[src/rtl/assert_macros.svh]
// ----------------------------------------------------------------------------
// assert_macros.svh
// Shared assertion macros for the route engine modules.
// ----------------------------------------------------------------------------
`ifndef ASSERT_MACROS_SVH
`define ASSERT_MACROS_SVH

// hold expr at every clock edge outside reset
`define CHK_ALWAYS(lbl, clk, rst_n, expr) \
    lbl: assert property (@(posedge clk) disable iff (!rst_n) (expr)) \
        else $error("check failed");

// hold cons in the same cycle as ante
`define CHK_IMPLY(lbl, clk, rst_n, ante, cons) \
    lbl: assert property (@(posedge clk) disable iff (!rst_n) (ante) |-> (cons)) \
        else $error("check failed");

// hold cons in the cycle after ante
`define CHK_NEXT(lbl, clk, rst_n, ante, cons) \
    lbl: assert property (@(posedge clk) disable iff (!rst_n) (ante) |=> (cons)) \
        else $error("check failed");

`endif

[src/rtl/iflpm_pkg.sv]
// ----------------------------------------------------------------------------
// iflpm_pkg
// Types, codes and helpers shared by the IPv4 route engine modules.
// ----------------------------------------------------------------------------
package iflpm_pkg;

    localparam int ROUTE_ENTRIES = 64;
    localparam int IDX_W = (ROUTE_ENTRIES > 1) ? $clog2(ROUTE_ENTRIES) : 1;

    localparam logic [1:0] REQ_ADD   = 2'd0;
    localparam logic [1:0] REQ_FWD   = 2'd1;
    localparam logic [1:0] REQ_CLEAR = 2'd2;
    localparam logic [1:0] REQ_NONE  = 2'd3;

    localparam logic [2:0] VERDICT_LOCAL   = 3'd0;
    localparam logic [2:0] VERDICT_FWD     = 3'd1;
    localparam logic [2:0] VERDICT_TTL     = 3'd2;
    localparam logic [2:0] VERDICT_NOROUTE = 3'd3;
    localparam logic [2:0] VERDICT_ADDED   = 3'd4;
    localparam logic [2:0] VERDICT_FULL    = 3'd5;
    localparam logic [2:0] VERDICT_CLEARED = 3'd6;

    localparam logic [5:0] MAX_LEN = 6'd32;
    localparam logic [3:0] CSUM_WORDS = 4'd9;

    typedef struct packed {
        logic [1:0]  req_type;
        logic [63:0] hdr_front;
        logic [63:0] hdr_middle;
        logic [31:0] hdr_dest;
        logic [31:0] route_prefix;
        logic [5:0]  route_masklen;
        logic [31:0] route_hop;
    } in_word_t;

    typedef struct packed {
        logic [2:0]  verdict;
        logic [31:0] next_hop;
        logic [7:0]  new_ttl;
        logic [15:0] new_checksum;
    } out_word_t;

    typedef struct packed {
        logic load;
        logic step;
        logic finish;
    } cmd_t;

    typedef struct packed {
        logic scan_done;
    } sts_t;

    function automatic logic [31:0] mask_of(input logic [5:0] len);
        logic [31:0] m;
        if (len == 6'd0)
            m = 32'h0;
        else if (len >= MAX_LEN)
            m = 32'hffffffff;
        else
            m = 32'hffffffff << (MAX_LEN - len);
        return m;
    endfunction

endpackage

[src/rtl/iflpm_ctrl.sv]
// ----------------------------------------------------------------------------
// iflpm_ctrl
// Sequencer for the route engine: accept, table scan, drain, result.
// ----------------------------------------------------------------------------
`include "assert_macros.svh"

module iflpm_ctrl (
    input  logic                clk,
    input  logic                rst_n,
    input  logic                in_valid,
    input  logic [1:0]          in_req_type,
    output logic                in_stall,
    output logic                out_valid,
    input  logic                out_stall,
    output iflpm_pkg::cmd_t     cmd,
    input  iflpm_pkg::sts_t     sts
);

    typedef enum logic [1:0] {
        ST_IDLE,
        ST_SCAN,
        ST_DRAIN,
        ST_FINISH
    } state_t;

    state_t state_reg;
    state_t state_next;
    logic   out_valid_reg;
    logic   out_valid_next;
    logic   accept;
    logic   slot_free;

    assign accept    = in_valid && (state_reg == ST_IDLE);
    assign slot_free = !out_valid_reg || !out_stall;

    assign in_stall   = (state_reg != ST_IDLE);
    assign out_valid  = out_valid_reg;
    assign cmd.load   = accept;
    assign cmd.step   = (state_reg == ST_SCAN);
    assign cmd.finish = (state_reg == ST_FINISH) && slot_free;

    always_comb
    begin
        state_next = state_reg;
        unique case (state_reg)
            ST_IDLE:
            begin
                if (accept)
                begin
                    priority if (in_req_type == iflpm_pkg::REQ_CLEAR)
                        state_next = ST_FINISH;
                    else if (in_req_type == iflpm_pkg::REQ_NONE)
                        state_next = ST_IDLE;
                    else
                        state_next = ST_SCAN;
                end
            end
            ST_SCAN:
            begin
                if (sts.scan_done)
                    state_next = ST_DRAIN;
            end
            ST_DRAIN:
                state_next = ST_FINISH;
            ST_FINISH:
            begin
                if (slot_free)
                    state_next = ST_IDLE;
            end
            default:
                state_next = ST_IDLE;
        endcase
    end

    always_comb
    begin
        priority if (cmd.finish)
            out_valid_next = 1'b1;
        else if (!out_stall)
            out_valid_next = 1'b0;
        else
            out_valid_next = out_valid_reg;
    end

    always_ff @(posedge clk or negedge rst_n)
    begin
        if (!rst_n)
        begin
            state_reg     <= ST_IDLE;
            out_valid_reg <= 1'b0;
        end
        else
        begin
            state_reg     <= state_next;
            out_valid_reg <= out_valid_next;
        end
    end

    `CHK_IMPLY(a_finish_slot_free, clk, rst_n, cmd.finish, !out_valid_reg || !out_stall)
    `CHK_NEXT(a_finish_shows_word, clk, rst_n, cmd.finish, out_valid_reg && state_reg == ST_IDLE)
    `CHK_IMPLY(a_no_accept_busy, clk, rst_n, state_reg != ST_IDLE, !cmd.load)

endmodule

[config.mk]
export PLATFORM = sky130hd
export DESIGN_NAME = iflpm_ctrl
export DESIGN_NICKNAME = d
export VERILOG_FILES = /design/src/rtl/iflpm_pkg.sv /design/src/rtl/iflpm_ctrl.sv
export VERILOG_INCLUDE_DIRS = /design/src /design/src/rtl
export SDC_FILE = /design/constraint.sdc
export NUM_CORES = 1
export LEC_CHECK = 0
export BUFFER_PORTS_ARGS = -buffer_cell sky130_fd_sc_hd__buf_2
export CORE_AREA = 2 2 39 41
export DETAILED_ROUTE_END_ITERATION = 8
export DIE_AREA = 0 0 41 43
export GPL_TIMING_DRIVEN = 0
export HOLD_SLACK_MARGIN = 0.03
export SLEW_MARGIN = 20
export SYNTH_ARGS = -nofsm -noshare
export SYNTH_HDL_FRONTEND = slang
export SYNTH_SLANG_ARGS = --single-unit
[constraint.sdc]
create_clock -name clk -period 3.1 [get_ports clk]
set_input_delay 0.155 -clock clk [delete_from_list [all_inputs] [get_ports clk]]
set_output_delay 0.155 -clock clk [all_outputs]
set_load 0.01 [all_outputs]
==> flow_summary.json <==
{
  "status": "completed",
  "syn-num-nets": 38,
  "tightest_slew_ns": 0.200,
  "wl_per_cell_um": 7.60,
  "cp.buffers_inverters": 3,
  "rows": 14,
  "synth_top_area_cell": "dfrtp_1",
  "min_period_ns": 1.48,
  "syn_area_per_cell_um2": 10.6,
  "cts_sinks": 3,
  "clock_path_buffers": 2,
  "synth_top_area_share_pct": 27.1,
  "area_delta_synth_final_pct": 40.3,
  "ys_ff_latch": 3,
  "max_stage_delay_ns": 0.36,
  "slew_headroom_pct": 86.7,
  "drt_iter0_markers": 2,
  "fin_util_pct": 28.0,
  "synth_warnings": 0,
  "root_buffer": "clkbuf_4",
  "syn_area_um2": 277,
  "place_ws_ns": 1.68,
  "dp_hpwl_um": 355,
  "hold_class": "input port to flip-flop",
  "clk_pin_slew_ns": 0.04,
  "routed_wirelength_um": 441,
  "ff2ff_path_depth": 5,
  "vias": 219,
  "hold_viol_final": 0,
  "post_cts_resized": 0,
  "power_density_nw_per_um2": 957,
  "grt_pass1_wl_um": 683,
  "cp_cell_sequence": "inv_1 -> ha_1 -> and2_2 -> buf_4 -> buf_2",
  "cp-end-kind": "output port",
  "drt-pass1-iter-count": 2,
  "synth_cell_type_count": 17,
  "grt_max_degree": 5,
  "peakVddDrop_mv": 0.202,
  "die_x_um": 41,
  "core_area_um2": 1380,
  "htreeDepth": 1,
  "die_h_um": 43,
  "drv_slew": 0,
  "antenna_cells": 0,
  "worstPathMaxFanout": 4,
  "antenna_found_initial": 0,
  "cp.required_ns": 2.94,
  "setup_viol": 0,
  "cp.arrival_ns": 1.33,
  "slowest_stage": "dfrtp_1",
  "nNetsFinal": 55,
  "dieArea_um2": 1760,
  "crit_family": "flip-flops",
  "drc": 0,
  "grt_pass1_vias": 210,
  "crit_type": "flip-flop to output port",
  "cap_violations": 0,
  "final.setup.tns_ns": 0,
  "hold_depth": 2,
  "finalCritPeriodShare_pct": 47.8,
  "rsz0062_at_grt": "false",
  "largest_reg_flops": 2,
  "numCtsBuffers": 3,
  "grt.total_usage_pct": 6.43,
  "fin_skew_ns": 0.00354,
  "drive_above_1_share_pct": 52.4,
  "vias_per_cell": 3.78,
  "ant_nets": 0,
  "max_freq_mhz": 675,
  "synth_seq_area_share_pct": 27.1,
  "grt-ovfl-total": 0,
  "gp_congestion": 0.600,
  "cp.depth": 5,
  "finalWorstSetupSlack_ns": 1.62,
  "port-buffer-count": 11,
  "start_util_pct": 20.0,
  "p_leak_nw": 0.208,
  "ios": 12,
  "cts_tree": "done",
  "synth_cells": 26,
  "clock_latency_ns": 0.24,
  "synthTopCellsByArea": "dfrtp_1 27%, ha_1 23%, o221ai_4 9.5%, buf_4 5.4%, mux2_4 5.4%",
  "cp-start-kind": "flip-flop"
}
[cells by family (layout without fill, tap and decap cells)]
logic type | after synthesis | after routing | synth area share (%)
AND/OR/NAND/NOR | 4 | 4 | 9.50
buffers and inverters | 7 | 23 | 12.7
flip-flops | 3 | 3 | 27.1
adder cells (fa/ha/maj) | 5 | 5 | 22.6
AO/OA/AOI/OAI | 5 | 5 | 19.0
multiplexers | 2 | 2 | 9.05
[per-layer routing]
metal	vias to the layer above	GRT usage, %	routed length [µm]
met5	-	0	0
met4	0	8.00	19
met1	91	5.16	173
li1	116	-	-
met2	10	9.38	205
met3	2	3.14	42
[cell usage after synthesis (all sizes together)]
library cell / number
o22ai: 1
mux2: 1
buf: 2
inv: 4
nand3: 2
and2: 1
ha: 5
a21o: 1
mux2i: 1
clkinv: 1
a21boi: 1
nand2: 1
o21ai: 1
o221ai: 1
dfrtp: 3
[worst register-to-register path: cells and delay by family, from the launching register on]
| kind | cells | cell delay (ns) |
|---|---|---|
| multiplexers | 1 | 0.32 |
| adder cells (fa/ha/maj) | 1 | 0.19 |
| flip-flops | 1 | 0.39 |
| buffers and inverters | 2 | 0.18 |
| AO/OA/AOI/OAI | 1 | 0.21 |
[metrics by stage]
stage	hold WS, ns	instances	area [µm²]	total power (W)
final	0.166	58	388	0.000371
after global routing	0.179	58	388	0.000413
after CTS	0.164	58	388	0.000382
after detailed placement	-0.0482	53	352	0.000306
after global placement	-0.0480	53	352	0.000305
after floorplan	-0.141	26	277	0.000253
[cell type report]
cell class	instances	area [µm²]
buffer	2	15.0
clock buffer	4	26.3
fill	165	996
inverter	5	20.0
multi-input combinational	16	166
sequential	3	75.1
tap	16	20.0
timing repair buffer	12	65.1
[power by group]
group | internal [W] | switching, W | total, W
Combinational | 0.000118 | 0.000105 | 0.000223
Sequential | 0.0000598 | 0.0000176 | 0.0000774
Clock | 0.0000484 | 0.0000224 | 0.0000707
[layout by cell type, fill, tap and decap left out, types with 2 or more instances in the layout]
cell type / count
buf_2: 11
buf_4: 2
ha_1: 5
dfrtp_1: 3
clkbuf_4: 3
inv_1: 3
[worst paths after layout]
path                                end          from  slack [ns]
max                              cmd[2]  state_reg[0]        1.62
min                           out_valid     out_stall        0.17
max reg2reg                state_reg[1]  state_reg[0]        1.70
min reg2reg                   out_valid     out_valid        0.54
max in group asynchronous  state_reg[0]         rst_n        2.76
min in group asynchronous  state_reg[1]         rst_n        0.24
[timing repair]
item                                    in CTS  in global routing
hold buffers                                 1                  0
endpoints found under the hold margin        3                  0
endpoints found under the setup margin       0                  0
buffers inserted                             0                  0
Power figures use the tool's default switching activity.
