[src/rtl/assert_macros.svh]
// ----------------------------------------------------------------------------
// assert_macros.svh
// Shared assertion macros for the route engine modules.
// ----------------------------------------------------------------------------
`ifndef ASSERT_MACROS_SVH
`define ASSERT_MACROS_SVH

// hold expr at every clock edge outside reset
`define CHK_ALWAYS(lbl, clk, rst_n, expr) \
    lbl: assert property (@(posedge clk) disable iff (!rst_n) (expr)) \
        else $error("check failed");

// hold cons in the same cycle as ante
`define CHK_IMPLY(lbl, clk, rst_n, ante, cons) \
    lbl: assert property (@(posedge clk) disable iff (!rst_n) (ante) |-> (cons)) \
        else $error("check failed");

// hold cons in the cycle after ante
`define CHK_NEXT(lbl, clk, rst_n, ante, cons) \
    lbl: assert property (@(posedge clk) disable iff (!rst_n) (ante) |=> (cons)) \
        else $error("check failed");

`endif

[src/rtl/iflpm_pkg.sv]
// ----------------------------------------------------------------------------
// iflpm_pkg
// Types, codes and helpers shared by the IPv4 route engine modules.
// ----------------------------------------------------------------------------
package iflpm_pkg;

    localparam int ROUTE_ENTRIES = 64;
    localparam int IDX_W = (ROUTE_ENTRIES > 1) ? $clog2(ROUTE_ENTRIES) : 1;

    localparam logic [1:0] REQ_ADD   = 2'd0;
    localparam logic [1:0] REQ_FWD   = 2'd1;
    localparam logic [1:0] REQ_CLEAR = 2'd2;
    localparam logic [1:0] REQ_NONE  = 2'd3;

    localparam logic [2:0] VERDICT_LOCAL   = 3'd0;
    localparam logic [2:0] VERDICT_FWD     = 3'd1;
    localparam logic [2:0] VERDICT_TTL     = 3'd2;
    localparam logic [2:0] VERDICT_NOROUTE = 3'd3;
    localparam logic [2:0] VERDICT_ADDED   = 3'd4;
    localparam logic [2:0] VERDICT_FULL    = 3'd5;
    localparam logic [2:0] VERDICT_CLEARED = 3'd6;

    localparam logic [5:0] MAX_LEN = 6'd32;
    localparam logic [3:0] CSUM_WORDS = 4'd9;

    typedef struct packed {
        logic [1:0]  req_type;
        logic [63:0] hdr_front;
        logic [63:0] hdr_middle;
        logic [31:0] hdr_dest;
        logic [31:0] route_prefix;
        logic [5:0]  route_masklen;
        logic [31:0] route_hop;
    } in_word_t;

    typedef struct packed {
        logic [2:0]  verdict;
        logic [31:0] next_hop;
        logic [7:0]  new_ttl;
        logic [15:0] new_checksum;
    } out_word_t;

    typedef struct packed {
        logic load;
        logic step;
        logic finish;
    } cmd_t;

    typedef struct packed {
        logic scan_done;
    } sts_t;

    function automatic logic [31:0] mask_of(input logic [5:0] len);
        logic [31:0] m;
        if (len == 6'd0)
            m = 32'h0;
        else if (len >= MAX_LEN)
            m = 32'hffffffff;
        else
            m = 32'hffffffff << (MAX_LEN - len);
        return m;
    endfunction

endpackage

[src/rtl/iflpm_dp.sv]
// ----------------------------------------------------------------------------
// iflpm_dp
// Route table memory, scan evaluation, checksum accumulator, result word.
// ----------------------------------------------------------------------------
`include "assert_macros.svh"

module iflpm_dp (
    input  logic                  clk,
    input  logic                  rst_n,
    input  iflpm_pkg::in_word_t   in_data,
    input  logic                  cfg_write,
    input  logic [31:0]           cfg_data,
    input  iflpm_pkg::cmd_t       cmd,
    output iflpm_pkg::sts_t       sts,
    output iflpm_pkg::out_word_t  out_data
);

    typedef struct packed {
        logic [31:0] prefix;
        logic [5:0]  length;
        logic [31:0] hop;
    } entry_t;

    localparam logic [iflpm_pkg::IDX_W-1:0] LAST_IDX =
        iflpm_pkg::IDX_W'(iflpm_pkg::ROUTE_ENTRIES - 1);

    entry_t mem [iflpm_pkg::ROUTE_ENTRIES];

    logic [iflpm_pkg::ROUTE_ENTRIES-1:0] valid_reg;
    logic [31:0]                         local_reg;

    logic [1:0]                  req_reg;
    logic [63:0]                 front_reg;
    logic [63:0]                 middle_reg;
    logic [31:0]                 dest_reg;
    logic [31:0]                 pfx_reg;
    logic [5:0]                  len_reg;
    logic [31:0]                 hop_reg;

    logic [iflpm_pkg::IDX_W-1:0] idx_reg;
    logic [3:0]                  csum_cnt_reg;
    logic [19:0]                 acc_reg;

    entry_t                      rd_data_reg;
    logic                        rd_vbit_reg;
    logic [iflpm_pkg::IDX_W-1:0] rd_idx_reg;
    logic                        eval_en_reg;

    logic                        dup_reg;
    logic                        free_found_reg;
    logic [iflpm_pkg::IDX_W-1:0] free_idx_reg;
    logic                        best_found_reg;
    logic [5:0]                  best_len_reg;
    logic [31:0]                 best_hop_reg;

    iflpm_pkg::out_word_t        out_data_reg;
    iflpm_pkg::out_word_t        out_data_next;

    logic [5:0]  len_sat;
    logic [7:0]  ttl_in;
    logic [7:0]  ttl_dec;
    logic [15:0] csum_word;
    logic        idx_last;
    logic        csum_run;
    logic        hit;
    logic [16:0] fold1;
    logic [15:0] fold2;
    logic        do_write;

    assign len_sat  = (in_data.route_masklen > iflpm_pkg::MAX_LEN) ?
                      iflpm_pkg::MAX_LEN : in_data.route_masklen;
    assign ttl_in   = middle_reg[63:56];
    assign ttl_dec  = ttl_in - 8'd1;
    assign idx_last = (idx_reg == LAST_IDX);
    assign csum_run = (csum_cnt_reg < iflpm_pkg::CSUM_WORDS);

    assign sts.scan_done = cmd.step && idx_last && (csum_cnt_reg >= (iflpm_pkg::CSUM_WORDS - 4'd1));

    always_comb
    begin
        unique case (csum_cnt_reg)
            4'd0:    csum_word = front_reg[63:48];
            4'd1:    csum_word = front_reg[47:32];
            4'd2:    csum_word = front_reg[31:16];
            4'd3:    csum_word = front_reg[15:0];
            4'd4:    csum_word = {ttl_dec, middle_reg[55:48]};
            4'd5:    csum_word = middle_reg[31:16];
            4'd6:    csum_word = middle_reg[15:0];
            4'd7:    csum_word = dest_reg[31:16];
            4'd8:    csum_word = dest_reg[15:0];
            default: csum_word = 16'h0;
        endcase
    end

    assign hit = rd_vbit_reg &&
                 ((dest_reg & iflpm_pkg::mask_of(rd_data_reg.length)) == rd_data_reg.prefix) &&
                 (!best_found_reg || (rd_data_reg.length > best_len_reg));

    assign fold1 = {1'b0, acc_reg[15:0]} + {13'b0, acc_reg[19:16]};
    assign fold2 = fold1[15:0] + {15'b0, fold1[16]};

    assign do_write = cmd.finish && (req_reg == iflpm_pkg::REQ_ADD) &&
                      !dup_reg && free_found_reg;

    always_comb
    begin
        out_data_next.verdict      = iflpm_pkg::VERDICT_ADDED;
        out_data_next.next_hop     = 32'h0;
        out_data_next.new_ttl      = ttl_in;
        out_data_next.new_checksum = middle_reg[47:32];
        unique case (req_reg)
            iflpm_pkg::REQ_ADD:
            begin
                if (!dup_reg && !free_found_reg)
                    out_data_next.verdict = iflpm_pkg::VERDICT_FULL;
            end
            iflpm_pkg::REQ_FWD:
            begin
                priority if (dest_reg == local_reg)
                    out_data_next.verdict = iflpm_pkg::VERDICT_LOCAL;
                else if (ttl_in == 8'd0)
                    out_data_next.verdict = iflpm_pkg::VERDICT_TTL;
                else if (!best_found_reg)
                    out_data_next.verdict = iflpm_pkg::VERDICT_NOROUTE;
                else
                begin
                    out_data_next.verdict      = iflpm_pkg::VERDICT_FWD;
                    out_data_next.next_hop     = best_hop_reg;
                    out_data_next.new_ttl      = ttl_dec;
                    out_data_next.new_checksum = ~fold2;
                end
            end
            iflpm_pkg::REQ_CLEAR:
                out_data_next.verdict = iflpm_pkg::VERDICT_CLEARED;
            default:
                out_data_next.verdict = iflpm_pkg::VERDICT_CLEARED;
        endcase
    end

    always_ff @(posedge clk or negedge rst_n)
    begin
        if (!rst_n)
        begin
            valid_reg      <= '0;
            local_reg      <= 32'h0;
            eval_en_reg    <= 1'b0;
            idx_reg        <= '0;
            csum_cnt_reg   <= 4'd0;
            dup_reg        <= 1'b0;
            free_found_reg <= 1'b0;
            best_found_reg <= 1'b0;
        end
        else
        begin
            if (cfg_write)
                local_reg <= cfg_data;
            eval_en_reg <= cmd.step;
            if (cmd.load)
            begin
                idx_reg        <= '0;
                csum_cnt_reg   <= 4'd0;
                dup_reg        <= 1'b0;
                free_found_reg <= 1'b0;
                best_found_reg <= 1'b0;
            end
            else
            begin
                if (cmd.step && !idx_last)
                    idx_reg <= idx_reg + 1'b1;
                if (cmd.step && csum_run)
                    csum_cnt_reg <= csum_cnt_reg + 4'd1;
                if (eval_en_reg)
                begin
                    if (rd_vbit_reg && (rd_data_reg.prefix == pfx_reg) &&
                        (rd_data_reg.length == len_reg))
                        dup_reg <= 1'b1;
                    if (!rd_vbit_reg && !free_found_reg)
                        free_found_reg <= 1'b1;
                    if (hit)
                        best_found_reg <= 1'b1;
                end
            end
            if (cmd.finish && (req_reg == iflpm_pkg::REQ_CLEAR))
                valid_reg <= '0;
            else if (do_write)
                valid_reg[free_idx_reg] <= 1'b1;
        end
    end

    always_ff @(posedge clk)
    begin
        if (cmd.load)
        begin
            req_reg    <= in_data.req_type;
            front_reg  <= in_data.hdr_front;
            middle_reg <= in_data.hdr_middle;
            dest_reg   <= in_data.hdr_dest;
            pfx_reg    <= in_data.route_prefix & iflpm_pkg::mask_of(len_sat);
            len_reg    <= len_sat;
            hop_reg    <= in_data.route_hop;
            acc_reg    <= 20'h0;
        end
        else if (cmd.step && csum_run)
            acc_reg <= acc_reg + {4'b0, csum_word};
        if (cmd.step)
        begin
            rd_data_reg <= mem[idx_reg];
            rd_vbit_reg <= valid_reg[idx_reg];
            rd_idx_reg  <= idx_reg;
        end
        if (eval_en_reg && !cmd.load)
        begin
            if (!rd_vbit_reg && !free_found_reg)
                free_idx_reg <= rd_idx_reg;
            if (hit)
            begin
                best_len_reg <= rd_data_reg.length;
                best_hop_reg <= rd_data_reg.hop;
            end
        end
        if (do_write)
            mem[free_idx_reg] <= '{prefix: pfx_reg, length: len_reg, hop: hop_reg};
        if (cmd.finish)
            out_data_reg <= out_data_next;
    end

    assign out_data = out_data_reg;

    `CHK_IMPLY(a_write_free_slot, clk, rst_n, do_write, !valid_reg[free_idx_reg])
    `CHK_IMPLY(a_best_len_range, clk, rst_n, best_found_reg, best_len_reg <= iflpm_pkg::MAX_LEN)
    `CHK_IMPLY(a_step_after_load, clk, rst_n, cmd.load, !cmd.step && !cmd.finish)

endmodule

[config.mk]
export PLATFORM = sky130hd
export DESIGN_NAME = iflpm_dp
export DESIGN_NICKNAME = d
export VERILOG_FILES = /design/src/rtl/iflpm_pkg.sv /design/src/rtl/iflpm_dp.sv
export VERILOG_INCLUDE_DIRS = /design/src /design/src/rtl
export SDC_FILE = /design/constraint.sdc
export NUM_CORES = 2
export LEC_CHECK = 0
export ABC_CLOCK_PERIOD_IN_PS = 13350
export BUFFER_PORTS_ARGS = -buffer_cell sky130_fd_sc_hd__buf_2
export CAP_MARGIN = 20
export CORE_ASPECT_RATIO = 1.1
export CORE_MARGIN = 5
export CORE_UTILIZATION = 40
export DETAILED_ROUTE_END_ITERATION = 10
export GPL_ROUTABILITY_DRIVEN = 0
export GPL_TIMING_DRIVEN = 1
export SLEW_MARGIN = 10
export SYNTH_ARGS = -nofsm -noshare
export SYNTH_HDL_FRONTEND = slang
export SYNTH_MEMORY_MAX_BITS = 65536
export SYNTH_SLANG_ARGS = --single-unit
[constraint.sdc]
create_clock -name clk -period 13.35 [get_ports clk]
set_input_delay 2.0025 -clock clk [delete_from_list [all_inputs] [get_ports clk]]
set_output_delay 2.0025 -clock clk [all_outputs]
set_load 0.01 [all_outputs]
==> flow_summary.yaml <==
logic_synthesis:
  yosysUniqueCellTypes: 85
  synth_flop_cell: "edfxtp_1"
  syn_avg_cell_area_um2: 23.9
  ys_ff_latch: 5022
  ys_seq_area_share_pct: 77.9
  synthCells: 8050
  synth.area.top_cells: "edfxtp_1 76%, mux4_2 17%, dfrtp_1 1.4%"
  yosysTopAreaCellShare_pct: 76.2
  async_reset_ff_share_pct: 2.19
  synthesis.nets: 8366
  synth_edf_count: 4892
  synth_top_cell_by_area: "edfxtp_1"
  syn_area_um2: 193000
  yosysWarningCount: 0
grt:
  grt_first_pass_wirelength_um: 752000
  antenna_found_initial: 40
  busiest_layer: "met2"
  grt_max_degree: 146
  use_met2_pct: 35.3
  grt_use_met1_pct: 29.1
  grt_use_met3_pct: 3.83
  grtUsageTotal_pct: 21.4
  grt_pass1_vias: 94100
  overflow: 0
timing:
  grt_setup_unrepaired: "no"
  post-route-period-util_pct: 42.2
  worst_slew_pin_slew_ps: 1200
  slew_headroom_pct: 19.8
  fin_crit_ps: 5630
  fin_skew_ps: 68.1
  final_hold_viol_count: 0
  setup_viol: 0
  tns_ps: 0
  fmax_mhz: 178
  slew_viol_final: 0
placement:
  port_buffers: 329
  dp.cells: 14600
  dp_hpwl_um: 304000
floorplanning:
  dieArea_um2: 496000
  io-pin-count: 330
  chipWidth_um: 672
  num_rows: 267
  core_area_um2: 480000
  die_y_um: 738
  start_util_pct: 40.1
power:
  p_per_area_nw_per_um2: 155
  p_leak_nw: 67.6
  ir_drop_mv: 0.103
route:
  ant_nets: 0
  via_count: 92600
  drt_iter0_drc: 12200
  via_per_inst: 5.96
  avgRoutedWirePerCell_um: 34.7
  wirelength_um: 539000
  dr.pass1.iters: 7
  drc: 0
critical_path:
  cp_max_fo: 135
  startpoint_type: "register"
  r2r-start: "idx_reg[1]$_DFFE_PN0P_"
  r2r_slack_ps: 7720
  startpoint: "idx_reg[1]$_DFFE_PN0P_"
  reg2regPathDepth: 6
  crit_arrival_ps: 6400
  worstSetupPathType: "register to register"
  required_ps: 14120
  end_kind: "register"
clock_tree:
  clock_sinks: 5022
  ctsResizeCount: 0
  cts_buffers: 519
  clockBufferDepth: 4
  path_clk_slew_ps: 60
  ctsHoldBuffers: 0
  ctsRootBufferMaster: "clkbuf_16"
  clkLatencyLatePin_ps: 1050
  cts_setup_buffers: 0
  cts_max_level: 6
  cts_tree: "yes"
layout:
  final_common_cell: "edfxtp_1"
  drive_gt1_share_pct: 32.1
  largest_register_ffs: 4480
  instances_no_fill: 15500
  final_nets: 9103
  final_cell_mix: "4892 x edfxtp_1, 1491 x mux4_2, 531 x clkbuf_16, 325 x buf_2, 269 x buf_4"
  area_delta_synth_final_pct: 14.3
min_path:
  min_path_type: "register to register"
  hold_depth: 0
  holdCritStartpoint: "rd_idx_reg[0]$_DFFE_PP_"
run_status:
  run_status: "complete, no violations"
job:
  max_cap_viol_count: 0
==> cell usage after synthesis (7+ instances only) <==
cell type / instances
buf_1: 33
dfrtp_1: 110
nor2b_1: 12
o21ai_0: 73
inv_1: 52
a21oi_1: 49
a221oi_1: 9
nand2_1: 118
xor2_1: 45
xnor2_1: 82
nor4_1: 17
a22oi_1: 34
clkbuf_1: 275
edfxtp_1: 4892
a211oi_1: 11
nand3_1: 51
nor3_1: 22
and2_1: 40
a221o_1: 9
nor2_1: 136
o21a_1: 66
a31oi_1: 7
buf_2: 94
nand4_1: 27
a222oi_1: 13
mux2_2: 35
nand2b_1: 15
a22o_1: 8
ha_1: 44
mux4_2: 1491
a21o_1: 13
and3_1: 24
dfxtp_1: 20
==> kinds of logic after synthesis <==
family                     after synthesis  synth area share [%]
DFF                                   5022                  77.9
muxes                                 1530                  17.6
and+or+nand+nor                        507                  1.31
buffers and inverters                  460                 0.973
AOI/OAI and AO/OA                      358                  1.32
xor gates and xnor gates               127                 0.577
adders and majority gates               46                 0.306
==> metrics by stage <==
stage / worst slack (ps) / total power [mW] / utilization (%) / hold slack, ps / instance area (um^2)
after floorplan: 7360 / 19.5 / - / 400 / 193000
after global routing: 7450 / 35.2 / 45.8 / 425 / 220000
after detailed placement: 6760 / 20.3 / 42.4 / 405 / 204000
after CTS: 7590 / 34.3 / 45.8 / 417 / 220000
final: 7720 / 34.1 / 45.8 / 418 / 220000
after global placement: 6760 / 20.2 / 42.3 / 402 / 203000
==> layer usage <==
| layer | routed length (um) | share of wire (%) |
|---|---|---|
| met1 | 211000 | 39 |
| met2 | 264000 | 49 |
| met3 | 45000 | 8.4 |
| met4 | 18500 | 3.4 |
| met5 | 149 | 0.028 |
==> critical path, stage by stage, from the launching register on <==
cell and delay, ps:
dfrtp_4 1010, buf_12 570, buf_12 620, buf_4 910
mux4_2 470, mux4_2 560, mux4_2 490
==> worst paths after layout <==
kind	end
max	rd_data_reg[50]$_DFFE_PP_
min	free_idx_reg[0]$_DFFE_PP_
max reg2reg	rd_data_reg[50]$_DFFE_PP_
min reg2reg	free_idx_reg[0]$_DFFE_PP_
max in group asynchronous	local_reg[2]$_DFFE_PN0P_
min in group asynchronous	idx_reg[3]$_DFFE_PN0P_
==> report_power, final <==
group | internal (mW) | switching, mW | total [mW] | leakage (nW)
Sequential | 17.6 | 0.143 | 17.7 | 45.9
Combinational | 0.917 | 1.30 | 2.22 | 13.8
Clock | 8.02 | 6.12 | 14.1 | 8.01
Total | 26.5 | 7.56 | 34.1 | 67.6
==> area by class of cell <==
class,instances,area (um^2)
diodes,19,47.5
clock buffers,657,13900
clock inverters,270,2590
fillers,39100,260000
inverters,53,199
multi-input cells,2568,41300
flip-flops and latches,5022,150000
well taps,6321,7910
repair buffers,623,4230
(Power assumes the default switching activity.)
